==> config.mk <==
export PLATFORM = sky130hd
export DESIGN_NAME = note_event_coalescer
export DESIGN_NICKNAME = d
export VERILOG_FILES = /design/src/sv/nec_pkg.sv /design/src/sv/nec_fifo.sv /design/src/sv/nec_front.sv /design/src/sv/nec_divider.sv /design/src/sv/nec_back.sv /design/src/sv/note_event_coalescer.sv
export SDC_FILE = /design/constraint.sdc
export NUM_CORES = 2
export LEC_CHECK = 0
export BUFFER_PORTS_ARGS = -buffer_cell sky130_fd_sc_hd__buf_4
export CAP_MARGIN = 20
export CORE_MARGIN = 3
export CORE_UTILIZATION = 50
export CTS_BUF_LIST = sky130_fd_sc_hd__clkbuf_8
export DETAILED_ROUTE_END_ITERATION = 8
export HOLD_SLACK_MARGIN = 0.12
export PLACE_DENSITY = 0.75
export SLEW_MARGIN = 0
export SYNTH_ARGS = -nofsm -noshare
export SYNTH_HDL_FRONTEND = slang
export SYNTH_SLANG_ARGS = --single-unit
==> constraint.sdc <==
create_clock -name i_clk -period 19.81 [get_ports i_clk]
set_input_delay 1.981 -clock i_clk [delete_from_list [all_inputs] [get_ports i_clk]]
set_output_delay 1.981 -clock i_clk [all_outputs]
set_load 0.03 [all_outputs]
==> src/sv/nec_pkg.sv <==
// ----------------------------------------------------------------------------
// nec_pkg
// Types, widths and constants shared by the note event coalescer modules.
// ----------------------------------------------------------------------------
`timescale 1ns / 1ps

package nec_pkg;

    // Field widths.
    localparam int NOTE_W  = 8;
    localparam int FRAME_W = 32;
    localparam int LEVEL_W = 16;

    // Weighted-mean arithmetic: level times frame count, sum of two such
    // products, and the sum of two frame counts.
    localparam int PROD_W = LEVEL_W + FRAME_W;
    localparam int NUM_W  = PROD_W + 1;
    localparam int DEN_W  = FRAME_W + 1;

    // Configuration port.
    localparam int CFG_INDEX_W = 1;
    localparam int CFG_DATA_W  = LEVEL_W;

    // Default queue depths.
    localparam int WORK_DEPTH_DEFAULT   = 4;
    localparam int RESULT_DEPTH_DEFAULT = 2;

    // Note number that marks a rest.
    localparam logic signed [NOTE_W-1:0] REST_NOTE = -8'sd1;

    // Configuration register indexes.
    typedef enum logic [CFG_INDEX_W-1:0] {
        CFG_VOLUME_THRESHOLD = 1'd0,
        CFG_DUTY_THRESHOLD   = 1'd1
    } t_cfg_index;

    // One input item as it arrives.
    typedef struct packed {
        logic                      segment_active;
        logic signed [NOTE_W-1:0]  midi_note;
        logic [FRAME_W-1:0]        frame_start;
        logic [FRAME_W-1:0]        frame_end;
        logic [FRAME_W-1:0]        sample_start;
        logic [FRAME_W-1:0]        sample_end;
        logic [LEVEL_W-1:0]        volume_level;
        logic [LEVEL_W-1:0]        duty_level;
        logic                      last_segment;
    } t_segment;

    // One result item.
    typedef struct packed {
        logic                      note_active;
        logic signed [NOTE_W-1:0]  note_number;
        logic [FRAME_W-1:0]        event_frame_start;
        logic [FRAME_W-1:0]        event_frame_end;
        logic [FRAME_W-1:0]        event_sample_start;
        logic [FRAME_W-1:0]        event_sample_end;
        logic [LEVEL_W-1:0]        event_volume;
        logic [LEVEL_W-1:0]        event_duty;
        logic                      last_event;
    } t_event;

    // A classified segment as it waits between front and back.
    typedef struct packed {
        logic                      active;
        logic signed [NOTE_W-1:0]  note;
        logic [FRAME_W-1:0]        frame_start;
        logic [FRAME_W-1:0]        frame_end;
        logic [FRAME_W-1:0]        sample_start;
        logic [FRAME_W-1:0]        sample_end;
        logic [LEVEL_W-1:0]        volume;
        logic [LEVEL_W-1:0]        duty;
        logic                      last;
        logic [FRAME_W-1:0]        frame_count;
    } t_work;

    // Request from the back end to the divider.
    typedef struct packed {
        logic                      start;
        logic [NUM_W-1:0]          numerator;
        logic [DEN_W-1:0]          denominator;
    } t_div_req;

    // Back end sequencer states.
    typedef enum logic [2:0] {
        S_IDLE,
        S_DECIDE,
        S_MUL0,
        S_MUL1,
        S_SUM,
        S_DIV_WAIT,
        S_EMIT_OLD,
        S_LAST
    } t_state;

endpackage

==> src/sv/nec_fifo.sv <==
// ----------------------------------------------------------------------------
// nec_fifo
// Small synchronous queue of fixed-width items, head shown combinationally.
// ----------------------------------------------------------------------------
`timescale 1ns / 1ps

module nec_fifo #(
    parameter int WIDTH = 8,
    parameter int DEPTH = 4
) (
    input  logic             i_clk,
    input  logic             i_rst_n,
    input  logic             i_push,
    input  logic [WIDTH-1:0] i_data,
    output logic             o_full,
    input  logic             i_pop,
    output logic             o_empty,
    output logic [WIDTH-1:0] o_data
);

    localparam int PTR_W = (DEPTH > 1) ? $clog2(DEPTH) : 1;
    localparam int CNT_W = $clog2(DEPTH + 1);

    logic [WIDTH-1:0] r_mem [DEPTH];
    logic [PTR_W-1:0] r_wr;
    logic [PTR_W-1:0] r_rd;
    logic [CNT_W-1:0] r_count;
    logic             push_ok;
    logic             pop_ok;

    assign o_full  = (r_count == CNT_W'(DEPTH));
    assign o_empty = (r_count == '0);
    assign o_data  = r_mem[r_rd];
    assign push_ok = i_push && !o_full;
    assign pop_ok  = i_pop && !o_empty;

    // Pointers and fill count.
    always_ff @(posedge i_clk) begin
        if (!i_rst_n) begin
            r_wr    <= '0;
            r_rd    <= '0;
            r_count <= '0;
        end else begin
            if (push_ok) begin
                r_wr <= (r_wr == PTR_W'(DEPTH - 1)) ? '0 : r_wr + 1'b1;
            end
            if (pop_ok) begin
                r_rd <= (r_rd == PTR_W'(DEPTH - 1)) ? '0 : r_rd + 1'b1;
            end
            r_count <= r_count + CNT_W'(push_ok) - CNT_W'(pop_ok);
        end
    end

    // Storage.
    always_ff @(posedge i_clk) begin
        if (push_ok) begin
            r_mem[r_wr] <= i_data;
        end
    end

endmodule

==> src/sv/nec_front.sv <==
// ----------------------------------------------------------------------------
// nec_front
// Accepts segments and classifies each one as a note or a rest.
// ----------------------------------------------------------------------------
`timescale 1ns / 1ps

module nec_front (
    input  logic              push,
    output logic              full,
    input  nec_pkg::t_segment i_segment,
    output logic              o_wq_push,
    output nec_pkg::t_work    o_wq_data,
    input  logic              i_wq_full
);

    import nec_pkg::*;

    logic is_note;

    // A segment sounds only when it is marked active and its note is not negative.
    assign is_note = i_segment.segment_active && !i_segment.midi_note[NOTE_W-1];

    // Rests carry the rest note and zero levels.
    always_comb begin
        o_wq_data.active       = is_note;
        o_wq_data.note         = is_note ? i_segment.midi_note : REST_NOTE;
        o_wq_data.frame_start  = i_segment.frame_start;
        o_wq_data.frame_end    = i_segment.frame_end;
        o_wq_data.sample_start = i_segment.sample_start;
        o_wq_data.sample_end   = i_segment.sample_end;
        o_wq_data.volume       = is_note ? i_segment.volume_level : '0;
        o_wq_data.duty         = is_note ? i_segment.duty_level : '0;
        o_wq_data.last         = i_segment.last_segment;
        o_wq_data.frame_count  = i_segment.frame_end - i_segment.frame_start;
    end

    // The work queue sets the input handshake.
    assign full      = i_wq_full;
    assign o_wq_push = push && !i_wq_full;

endmodule

==> src/sv/nec_divider.sv <==
// ----------------------------------------------------------------------------
// nec_divider
// Restoring divider that yields a 16-bit quotient, one bit per cycle.
// ----------------------------------------------------------------------------
`timescale 1ns / 1ps

module nec_divider (
    input  logic                       i_clk,
    input  logic                       i_rst_n,
    input  nec_pkg::t_div_req          i_req,
    output logic                       o_done,
    output logic [nec_pkg::LEVEL_W-1:0] o_quotient
);

    import nec_pkg::*;

    localparam int CNT_W = $clog2(LEVEL_W);

    logic               r_busy;
    logic               r_done;
    logic [CNT_W-1:0]   r_cnt;
    logic [DEN_W-1:0]   r_rem;
    logic [DEN_W-1:0]   r_den;
    logic [LEVEL_W-1:0] r_low;
    logic [LEVEL_W-1:0] r_quo;
    logic [DEN_W:0]     shifted;
    logic [DEN_W:0]     diff;
    logic               fits;

    // The quotient is known to fit in 16 bits, so the upper numerator bits
    // start out as the partial remainder.
    assign shifted = {r_rem, r_low[r_cnt]};
    assign diff    = shifted - {1'b0, r_den};
    assign fits    = (shifted >= {1'b0, r_den});

    // Control.
    always_ff @(posedge i_clk) begin
        if (!i_rst_n) begin
            r_busy <= 1'b0;
            r_done <= 1'b0;
        end else begin
            r_done <= 1'b0;
            if (i_req.start) begin
                r_busy <= 1'b1;
            end else if (r_busy && r_cnt == '0) begin
                r_busy <= 1'b0;
                r_done <= 1'b1;
            end
        end
    end

    // One quotient bit per cycle.
    always_ff @(posedge i_clk) begin
        if (i_req.start) begin
            r_rem <= i_req.numerator[NUM_W-1:LEVEL_W];
            r_low <= i_req.numerator[LEVEL_W-1:0];
            r_den <= i_req.denominator;
            r_cnt <= CNT_W'(LEVEL_W - 1);
        end else if (r_busy) begin
            if (fits) begin
                r_rem <= diff[DEN_W-1:0];
            end else begin
                r_rem <= shifted[DEN_W-1:0];
            end
            r_quo <= {r_quo[LEVEL_W-2:0], fits};
            r_cnt <= r_cnt - 1'b1;
        end
    end

    assign o_done     = r_done;
    assign o_quotient = r_quo;

endmodule

==> src/sv/nec_back.sv <==
// ----------------------------------------------------------------------------
// nec_back
// Holds the open event, merges or emits it, and forms weighted means.
// ----------------------------------------------------------------------------
`timescale 1ns / 1ps

module nec_back (
    input  logic                            i_clk,
    input  logic                            i_rst_n,
    input  logic                            i_cfg_we,
    input  logic [nec_pkg::CFG_INDEX_W-1:0] i_cfg_index,
    input  logic [nec_pkg::CFG_DATA_W-1:0]  i_cfg_data,
    input  logic                            i_wq_empty,
    input  nec_pkg::t_work                  i_wq_data,
    output logic                            o_wq_pop,
    output logic                            o_res_push,
    output nec_pkg::t_event                 o_res_data,
    input  logic                            i_res_full,
    output nec_pkg::t_div_req               o_div_req,
    input  logic                            i_div_done,
    input  logic [nec_pkg::LEVEL_W-1:0]     i_div_quotient
);

    import nec_pkg::*;

    t_state             r_state;
    t_state             n_state;
    t_work              r_item;
    t_event             r_held;
    logic               r_held_valid;
    logic [LEVEL_W-1:0] r_vol_thr;
    logic [LEVEL_W-1:0] r_duty_thr;
    logic [FRAME_W-1:0] r_lf;
    logic [DEN_W-1:0]   r_tot;
    logic               r_sel;
    logic [PROD_W-1:0]  r_prod;
    logic [PROD_W-1:0]  r_num;

    logic [FRAME_W-1:0] lf;
    logic [DEN_W-1:0]   tot;
    logic [LEVEL_W-1:0] vol_diff;
    logic [LEVEL_W-1:0] duty_diff;
    logic               merge;
    t_event             new_event;
    logic [LEVEL_W-1:0] mul_a;
    logic [FRAME_W-1:0] mul_b;
    logic [PROD_W-1:0]  mul_p;

    // Frame counts of the held event and the total over both.
    assign lf  = r_held.event_frame_end - r_held.event_frame_start;
    assign tot = {1'b0, lf} + {1'b0, r_item.frame_count};

    // Level differences against the held event.
    assign vol_diff  = (r_held.event_volume >= r_item.volume) ?
                       r_held.event_volume - r_item.volume :
                       r_item.volume - r_held.event_volume;
    assign duty_diff = (r_held.event_duty >= r_item.duty) ?
                       r_held.event_duty - r_item.duty :
                       r_item.duty - r_held.event_duty;

    // Merge when contiguous and either both rests or the same note at close levels.
    always_comb begin
        merge = 1'b0;
        if (r_held_valid && r_held.event_frame_end == r_item.frame_start) begin
            if (!r_held.note_active && !r_item.active) begin
                merge = 1'b1;
            end else if (r_held.note_active && r_item.active &&
                         r_held.note_number == r_item.note &&
                         vol_diff <= r_vol_thr && duty_diff <= r_duty_thr) begin
                merge = 1'b1;
            end
        end
    end

    // The event that a non-merging segment opens.
    always_comb begin
        new_event.note_active        = r_item.active;
        new_event.note_number        = r_item.note;
        new_event.event_frame_start  = r_item.frame_start;
        new_event.event_frame_end    = r_item.frame_end;
        new_event.event_sample_start = r_item.sample_start;
        new_event.event_sample_end   = r_item.sample_end;
        new_event.event_volume       = r_item.volume;
        new_event.event_duty         = r_item.duty;
        new_event.last_event         = 1'b0;
    end

    // Shared multiplier: held level by held count, then new level by new count.
    always_comb begin
        if (r_state == S_MUL0) begin
            mul_a = r_sel ? r_held.event_duty : r_held.event_volume;
            mul_b = r_lf;
        end else begin
            mul_a = r_sel ? r_item.duty : r_item.volume;
            mul_b = r_item.frame_count;
        end
    end
    assign mul_p = mul_a * mul_b;

    // Divider request: sum of the two products over the total frame count.
    always_comb begin
        o_div_req.start       = (r_state == S_SUM);
        o_div_req.numerator   = {1'b0, r_num} + {1'b0, r_prod};
        o_div_req.denominator = r_tot;
    end

    // State register.
    always_ff @(posedge i_clk) begin
        if (!i_rst_n) begin
            r_state <= S_IDLE;
        end else begin
            r_state <= n_state;
        end
    end

    // Next state and handshakes.
    always_comb begin
        n_state               = r_state;
        o_wq_pop              = 1'b0;
        o_res_push            = 1'b0;
        o_res_data            = r_held;
        o_res_data.last_event = 1'b0;
        unique case (r_state)
            S_IDLE: begin
                if (!i_wq_empty) begin
                    o_wq_pop = 1'b1;
                    n_state  = S_DECIDE;
                end
            end
            S_DECIDE: begin
                if (merge) begin
                    n_state = (r_held.note_active && tot != '0) ? S_MUL0 : S_LAST;
                end else if (r_held_valid) begin
                    n_state = S_EMIT_OLD;
                end else begin
                    n_state = S_LAST;
                end
            end
            S_MUL0: begin
                n_state = S_MUL1;
            end
            S_MUL1: begin
                n_state = S_SUM;
            end
            S_SUM: begin
                n_state = S_DIV_WAIT;
            end
            S_DIV_WAIT: begin
                if (i_div_done) begin
                    n_state = r_sel ? S_LAST : S_MUL0;
                end
            end
            S_EMIT_OLD: begin
                if (!i_res_full) begin
                    o_res_push = 1'b1;
                    n_state    = S_LAST;
                end
            end
            S_LAST: begin
                if (!r_item.last) begin
                    n_state = S_IDLE;
                end else if (!i_res_full) begin
                    o_res_push            = 1'b1;
                    o_res_data.last_event = 1'b1;
                    n_state               = S_IDLE;
                end
            end
            default: begin
                n_state = S_IDLE;
            end
        endcase
    end

    // Configuration registers and the held-event flag.
    always_ff @(posedge i_clk) begin
        if (!i_rst_n) begin
            r_held_valid <= 1'b0;
            r_vol_thr    <= '0;
            r_duty_thr   <= '0;
        end else begin
            if (i_cfg_we) begin
                unique case (t_cfg_index'(i_cfg_index))
                    CFG_VOLUME_THRESHOLD: r_vol_thr  <= i_cfg_data;
                    CFG_DUTY_THRESHOLD:   r_duty_thr <= i_cfg_data;
                    default: ;
                endcase
            end
            if (r_state == S_DECIDE && !merge) begin
                r_held_valid <= 1'b1;
            end else if (r_state == S_LAST && r_item.last && !i_res_full) begin
                r_held_valid <= 1'b0;
            end
        end
    end

    // Item, held event and arithmetic registers.
    always_ff @(posedge i_clk) begin
        unique case (r_state)
            S_IDLE: begin
                if (!i_wq_empty) begin
                    r_item <= i_wq_data;
                end
            end
            S_DECIDE: begin
                r_lf  <= lf;
                r_tot <= tot;
                r_sel <= 1'b0;
                if (merge) begin
                    r_held.event_frame_end  <= r_item.frame_end;
                    r_held.event_sample_end <= r_item.sample_end;
                end else if (!r_held_valid) begin
                    r_held <= new_event;
                end
            end
            S_MUL0: begin
                r_prod <= mul_p;
            end
            S_MUL1: begin
                r_num  <= r_prod;
                r_prod <= mul_p;
            end
            S_DIV_WAIT: begin
                if (i_div_done) begin
                    if (r_sel) begin
                        r_held.event_duty <= i_div_quotient;
                    end else begin
                        r_held.event_volume <= i_div_quotient;
                    end
                    r_sel <= 1'b1;
                end
            end
            S_EMIT_OLD: begin
                if (!i_res_full) begin
                    r_held <= new_event;
                end
            end
            default: ;
        endcase
    end

endmodule

==> src/sv/note_event_coalescer.sv <==
// ----------------------------------------------------------------------------
// note_event_coalescer
// Merges analysed segments into note and rest events.
//
// Segments enter through a queue-like port (push, full) and events leave
// through another (empty, pop); a work queue between the classifying front
// end and the merging back end lets each side stall on its own. The two
// merge thresholds are written through i_cfg_we, i_cfg_index and i_cfg_data
// by the user, only while the block is idle; the block does not enforce it.
// The back end handles one item at a time. A merge of two notes uses the
// one shared multiplier and the 16-step divider, which run once for volume
// and once for duty. The first result of a segment, if any, enters the
// result queue after the back end pops the segment, and after a note merge
// only once both means are formed.
// Reset clears both queues, the open event and the thresholds; after reset
// full is low and empty is high. When the receiver stops popping, the result
// queue fills, the back end waits, then the work queue fills and full rises;
// nothing is dropped.
// ----------------------------------------------------------------------------
`timescale 1ns / 1ps

module note_event_coalescer #(
    parameter int WORK_DEPTH   = nec_pkg::WORK_DEPTH_DEFAULT,
    parameter int RESULT_DEPTH = nec_pkg::RESULT_DEPTH_DEFAULT
) (
    input  logic                            i_clk,
    input  logic                            i_rst_n,
    input  logic                            i_cfg_we,
    input  logic [nec_pkg::CFG_INDEX_W-1:0] i_cfg_index,
    input  logic [nec_pkg::CFG_DATA_W-1:0]  i_cfg_data,
    input  logic                            push,
    output logic                            full,
    input  nec_pkg::t_segment               i_segment,
    output logic                            empty,
    input  logic                            pop,
    output nec_pkg::t_event                 o_event
);

    import nec_pkg::*;

    logic                     wq_push;
    t_work                    wq_in;
    logic                     wq_full;
    logic                     wq_pop;
    logic                     wq_empty;
    logic [$bits(t_work)-1:0] wq_out;
    logic                     res_push;
    t_event                   res_in;
    logic                     res_full;
    logic [$bits(t_event)-1:0] res_out;
    t_div_req                 div_req;
    logic                     div_done;
    logic [LEVEL_W-1:0]       div_quotient;

    // Classification of incoming segments.
    nec_front u_front (
        .push      (push),
        .full      (full),
        .i_segment (i_segment),
        .o_wq_push (wq_push),
        .o_wq_data (wq_in),
        .i_wq_full (wq_full)
    );

    // Classified segments waiting for the back end.
    nec_fifo #(
        .WIDTH ($bits(t_work)),
        .DEPTH (WORK_DEPTH)
    ) u_work_queue (
        .i_clk   (i_clk),
        .i_rst_n (i_rst_n),
        .i_push  (wq_push),
        .i_data  (wq_in),
        .o_full  (wq_full),
        .i_pop   (wq_pop),
        .o_empty (wq_empty),
        .o_data  (wq_out)
    );

    // Merging and emission.
    nec_back u_back (
        .i_clk          (i_clk),
        .i_rst_n        (i_rst_n),
        .i_cfg_we       (i_cfg_we),
        .i_cfg_index    (i_cfg_index),
        .i_cfg_data     (i_cfg_data),
        .i_wq_empty     (wq_empty),
        .i_wq_data      (t_work'(wq_out)),
        .o_wq_pop       (wq_pop),
        .o_res_push     (res_push),
        .o_res_data     (res_in),
        .i_res_full     (res_full),
        .o_div_req      (div_req),
        .i_div_done     (div_done),
        .i_div_quotient (div_quotient)
    );

    // Weighted-mean divider.
    nec_divider u_divider (
        .i_clk      (i_clk),
        .i_rst_n    (i_rst_n),
        .i_req      (div_req),
        .o_done     (div_done),
        .o_quotient (div_quotient)
    );

    // Events waiting for the receiver.
    nec_fifo #(
        .WIDTH ($bits(t_event)),
        .DEPTH (RESULT_DEPTH)
    ) u_result_queue (
        .i_clk   (i_clk),
        .i_rst_n (i_rst_n),
        .i_push  (res_push),
        .i_data  (res_in),
        .o_full  (res_full),
        .i_pop   (pop),
        .o_empty (empty),
        .o_data  (res_out)
    );

    assign o_event = t_event'(res_out);

endmodule

Word level (Yosys, flattened, before mapping)
Memories as Yosys holds them, arrays and structs flattened. A register that Yosys moved wholly into a read port is not among the register bits.
Index checks and enable logic that the tools add are counted.
{"block": "word_totals", "ff_bits": 482, "ram_bits": 1148, "output_inout_bits": 172, "wordCells": 193, "mem_count": 2}
{"name": "u_work_queue.r_mem", "depth": 4, "width": 202, "read_ports": 1, "rd_clocked_by_memory_dff": 1, "write_ports": 1, "line_no": "nec_fifo.sv:24", "text": "logic [WIDTH-1:0] r_mem [DEPTH];"}
{"name": "u_result_queue.r_mem", "depth": 2, "width": 170, "read_ports": 1, "rd_clocked_by_memory_dff": 1, "write_ports": 1, "line_no": "nec_fifo.sv:24"}
{"block": "op_classes", "n_addsub": 18, "multipliers": 1, "magnitude_cmp": 6, "eq_ne": 22, "muxes": 62, "n_bitwise": 4, "reduce_logical": 48}
{"op": "two-way mux 170 bit", "count": 2}
{"op": "one-hot mux 137 bit (2 select lines)", "count": 1}
{"op": "two-way mux 32 bit", "count": 5}
{"op": "two-way mux 16 bit", "count": 9}
{"op": "two-way mux 33 bit", "count": 4}
{"op": "one-hot mux 32 bit (3 select lines)", "count": 1}
{"op": "subtractor 16 bit", "count": 4}
{"op": "subtractor 32 bit", "count": 2}
{"op": "adder 48 x 48 -> 49 bit", "count": 1}
{"op": "multiplier 16 x 32 -> 48 bit", "count": 1}
{"op": "two-way mux 41 bit", "count": 1}
{"op": ">= comparator 34 x 33 -> 1 bit", "count": 1}
{"op": "adder 32 x 32 -> 33 bit", "count": 1}
{"op": "nonzero test 33 bit", "count": 1}
{"op": "subtractor 33 bit", "count": 1}
{"op": "== test 32 bit", "count": 1}
{"op": ">= comparator 16 bit", "count": 2}
{"op": "less-or-equal comparator 16 bit", "count": 2}
{"op": "two-way mux 1 bit", "count": 24}
{"op": "two-way mux 3 bit", "count": 8}
{"op": "one-hot mux 3 bit (8 select lines)", "count": 1}
{"op": "logical AND 1 bit", "count": 17}
{"op": "== test 3 bit, second input constant", "count": 5}
{"op": "AND reduction 6 bit", "count": 2}
{"op": "30 further kinds", "count": 64}

Depth between registers and ports, before layout
{"block": "depth", "depth_word": 11, "mapped_depth": 32, "ltp_nobuf": 28}

By module
A second synthesis with hierarchy kept.
{"block": "unflattened", "hier_cells": 6916, "hier_area_um2": 96697.7}
{"module": "nec_back", "n_inst": 1, "cells_per_inst": 4252, "area_per_inst_um2": 44766.7}
{"module": "nec_fifo at u_work_queue", "n_inst": 1, "cells_per_inst": 1108, "area_per_inst_um2": 29823.6}
{"module": "nec_fifo at u_result_queue", "n_inst": 1, "cells_per_inst": 556, "area_per_inst_um2": 12903.6}
{"module": "nec_divider", "n_inst": 1, "cells_per_inst": 557, "area_per_inst_um2": 6129.6}
{"module": "nec_front", "n_inst": 1, "cells_per_inst": 443, "area_per_inst_um2": 3074.2}

Worst setup path after synthesis
Ideal clock, no wire load.
{"block": "synth_timing", "path_type": "reg-to-reg", "from": "register u_back.r_state[1]", "to": "register u_back.r_prod[45], data pin", "setup_time_ns": 0.271, "t_arrival_ns": 8.550, "t_required_ns": 19.539, "slack_ns": 10.989, "path_stages_with_launch": 31, "path_buffers": 4, "synth_period_minus_slack_ns": 8.821, "cell_sequence": "dfxtp_1 > clkbuf_1 > inv_1 > nor3_1 > clkbuf_1 > clkbuf_1 > buf_1 > mux2i_1 > nor2_1 > fa_1 > inv_1 > fa_1 > fa_1 > inv_1 > fa_1 > fa_1 > inv_1 > fa_1 > inv_1 > ha_1 > a21o_1 > a21o_1 > a21oi_1 > a2111oi_0 > nor3_1 > a21oi_1 > o211ai_1 > a21oi_1 > o31ai_1 > mux2i_1 > o2111ai_1"}
{"block": "synth_via", "elab_chain_cells": 3, "word_cells_on_any_way": 4}
{"item": "from (decl)", "line_no": "nec_back.sv:26", "text": "t_state r_state;"}
{"item": "from (signal assigned)", "line_no": "nec_back.sv:112", "text": "r_state <= n_state;"}
{"item": "== test 3 x 2 -> 1 bit *", "line_no": "nec_back.sv:90", "text": "if (r_state == S_MUL0) begin"}
{"item": "two-way mux 16 bit / two-way mux 32 bit (equally long branches)", "line_no": "nec_back.sv:90"}
{"item": "multiplier 16 x 32 -> 48 bit *", "line_no": "nec_back.sv:98", "text": "assign mul_p = mul_a * mul_b;"}
{"item": "named net u_back.mul_p[45]", "line_no": "nec_back.sv:47", "text": "logic [PROD_W-1:0] mul_p;"}
{"item": "to (signal assigned)", "line_no": "nec_back.sv:216", "text": "r_prod <= mul_p;"}
{"item": "to (signal assigned)", "line_no": "nec_back.sv:220", "text": "r_prod <= mul_p;"}
{"item": "to (decl)", "line_no": "nec_back.sv:36", "text": "logic [PROD_W-1:0] r_prod;"}
Mark *: on every way through the listed nets, which the timed path passes. The rest lies on a longest branch.
A chain may end at the register's enable or synchronous reset.

Final worst setup path
{"block": "layout_timing", "from": "register u_back.r_sel", "to": "register u_back.r_prod[45], data pin"}
{"block": "layout_via", "elab_chain_cells": 3, "word_cells_on_any_way": 4}
{"item": "from (decl)", "line_no": "nec_back.sv:35", "text": "logic r_sel;"}
{"item": "from (signal assigned)", "line_no": "nec_back.sv:207", "text": "r_sel <= 1'b0;"}
{"item": "from (signal assigned)", "line_no": "nec_back.sv:229", "text": "r_sel <= 1'b1;"}
{"item": "two-way mux 16 bit, on equally long branches", "line_no": "nec_back.sv:94, nec_back.sv:91"}
{"item": "two-way mux 16 bit *", "line_no": "nec_back.sv:90"}
{"item": "multiplier 16 x 32 -> 48 bit *", "line_no": "nec_back.sv:98"}
{"item": "named net u_back.mul_p[45]", "line_no": "nec_back.sv:47"}
Marked as above.

==> impl_results.md <==
* WHS at roughly 410 ps
* Rows at roughly 160
* RSZ-0062 raised after global routing: false
* Crit path max fanout at 32
* Critical Path Source Type: register
* Postcts setup bufs at 0
* Max-slew headroom at 0.2840
* Die H at between 400 and 500 um
* Yosys top cell by area: edfxtp_1
* Routability cong. at 0.9261
* Crit. End Element: register
* Period utilisation layout at 0.4708
* Total GRT Usage at 0.2382
* Die Span X at between 400 and 500 um
* Drt drc at 0
* Setup TNS Final at 0 ps
* Critical Path AT at between 10000 and 15000 ps
* Vias in the first global route at around 58000
* Number of I/O pins at around 360
* Die area at slightly below 200000 um2
* Asr flop ratio synth at 0
* Post-DP HPWL at between 150 and 200 mm
* CP Class: register to register
* Slew Viols, Final at 0
* Area delta synth->final at 11.94%
* Cts hold-fix bufs at 0
* Number of synthesized flops with an enable pin at roughly 1800
* Initial Utilization at 0.5047
* Share of cells above drive strength 1 at 0.1680
* Setup Viol. Count Final at 0
* Initial drt markers at approximately 4800
* CTS Buffer Depth at 4
* Hold/Removal Path Class: register to register
* Syn Std Cell Area at between 90000 and 100000 um2
* Reg clk slew, reported paths at roughly 60 ps
* H-tree Lvls at 5
* Peak Freq at roughly 0.11 GHz
* Cells after Synth at approximately 6700
* Router iterations before antenna repair at 6
* Ys flop type: edfxtp_1
* TritonCTS Buffers at between 300 and 400
* Most numerous cell in the Yosys netlist: edfxtp_1
* Worst-Skew Late Latency at roughly 1000 ps
* Core Region at between 150000 and 200000 um2
* WL/cell at between 20 and 25 um
* Via density at ~5.6
* Antenna violations before repair at 28
* Yosys reg bits at 1833
* Post-route ant nets at 0
* Status: completed
* Routed wire length at ~230 mm
* DR vias at around 56000
* Final Hold Viols at 0
* Synth Area per Inst at approximately 14 um2
* Sequential share of the synthesized area at 0.5799
* Top area cells in the synthesized netlist: edfxtp_1 57%, fa_1 9.1%, ha_1 5.3%
* Final core occ at 0.5649
* Share of the synthesized area in the top cell type at 0.5684
* Clk root buf: clkbuf_8
* Syn nets at 7735
* MaxCap Viol Count at 0
* Crit path time final at a little over 9000 ps
* Largest net degree at the start of global routing at roughly 140
* Post-synth cell types at just under 90
* Setup Skew at around 84 ps
* First-pass GRT wire length at between 300 and 400 mm
* Worst endpoint required time at approximately 20000 ps
* CTS tree: yes
* Clk sinks at approximately 1800
* Final nets at approximately 8300
* Port bufs at about 360
* # resized after CTS at 0
* Synth top cells by count: 1779 x edfxtp_1, 715 x inv_1, 668 x nand2_1
* Slew @ Worst Pin at ~1000 ps
* Syn. warnings at 0
* Gr ovfl total at 0
[worst paths after layout]
path                                  start                              end  slack, ps  cells past startpoint
max reg2reg          u_back.r_sel$_DFFE_PP_      u_back.r_prod[45]$_DFFE_PP_      10480                     24
min          u_back.new_event[45]$_DFFE_PP_  u_back.o_res_data[45]$_DFFE_PP_        410                      0
min reg2reg  u_back.new_event[45]$_DFFE_PP_  u_back.o_res_data[45]$_DFFE_PP_        410                      0
max                  u_back.r_sel$_DFFE_PP_      u_back.r_prod[45]$_DFFE_PP_      10480                     24
[flip-flops by register name (all words and copies together) (netlist names), 3 cells and up, named ones only]
signal and cells:
u_back.r_duty_thr 16, u_divider.r_rem 33, u_back.r_prod 48, u_back.r_lf 32, u_back.new_event 169, u_work_queue.r_mem 808
u_divider.o_quotient 16, u_back.r_state 3, u_divider.r_den 33, u_back.o_res_data 169, u_back.r_item 33, u_result_queue.r_mem 340
u_back.r_tot 33, u_divider.r_low 16, u_work_queue.r_count 3, u_back.r_vol_thr 16, u_divider.r_cnt 4, u_back.r_num 48
[per-stage QoR]
step / setup slack, ps / instance area [um2] / std cells
floorplan: 10990 / 93980 / 6715
global placement: 10600 / 99590 / 9399
detailed placement: 10490 / 99590 / 9399
CTS: 10490 / 105100 / 9920
global route: 9848 / 105200 / 9927
finish: 10480 / 105200 / 9935
[worst max-delay path: stages, from the launching register on]
cell	delay (ps)
edfxtp_1	990
clkinv_1	540
mux4_2	890
nand2_1	180
fa_1	540
fa_1	520
fa_1	510
inv_1	50
fa_1	490
fa_1	500
inv_1	50
fa_1	480
inv_1	40
ha_1	320
a21o_1	170
a21o_1	170
a21oi_1	250
a2111oi_0	170
nor3_1	520
a21oi_1	200
o211ai_1	300
a21oi_1	160
o31ai_1	560
mux2i_1	290
o2111ai_1	130
[cells by family (layout without fill, tap and decap cells)]
kind of cell	after synthesis	count (layout)	share of synthesized area
AOI/OAI and AO/OA	998	998	0.06766
muxes	443	443	0.07844
DFF	1833	1833	0.5799
adders and majority gates	828	828	0.1444
and+or+nand+nor	1417	1417	0.06799
buffers and inverters	943	1669	0.03792
other	0	14	0
xor gates and xnor gates	253	253	0.02366
[area by class of cell]
cell class,count,area (um2)
diodes,14,35.03
clock buffers,311,4280
clock inverters,210,1265
fillers,14590,81020
inverters,717,2699
multi-input cells,3939,36010
flip-flops and latches,1833,54510
well taps,2480,3103
repair buffers,431,3293
[metal layers]
| metal | GRT usage | share of wire |
|---|---|---|
| met1 | 0.3063 | 0.40 |
| met2 | 0.3840 | 0.48 |
| met3 | 0.06489 | 0.085 |
| met4 | 0.09740 | 0.040 |
| met5 | 0 | 0.00054 |
[cell usage in the layout, fill, tap and decap left out, types with 139 or more instances in the layout]
cell	count
a21oi_1	315
nand2_1	668
clkbuf_8	311
a21o_1	139
edfxtp_1	1779
fa_1	428
xnor2_1	156
o21ai_0	176
mux2_2	178
inv_1	798
mux4_2	217
nor2_1	316
ha_1	400
buf_4	427
Power is not shown: default switching activity piles up to over one toggle a cycle in this logic, so the estimate is an artifact.
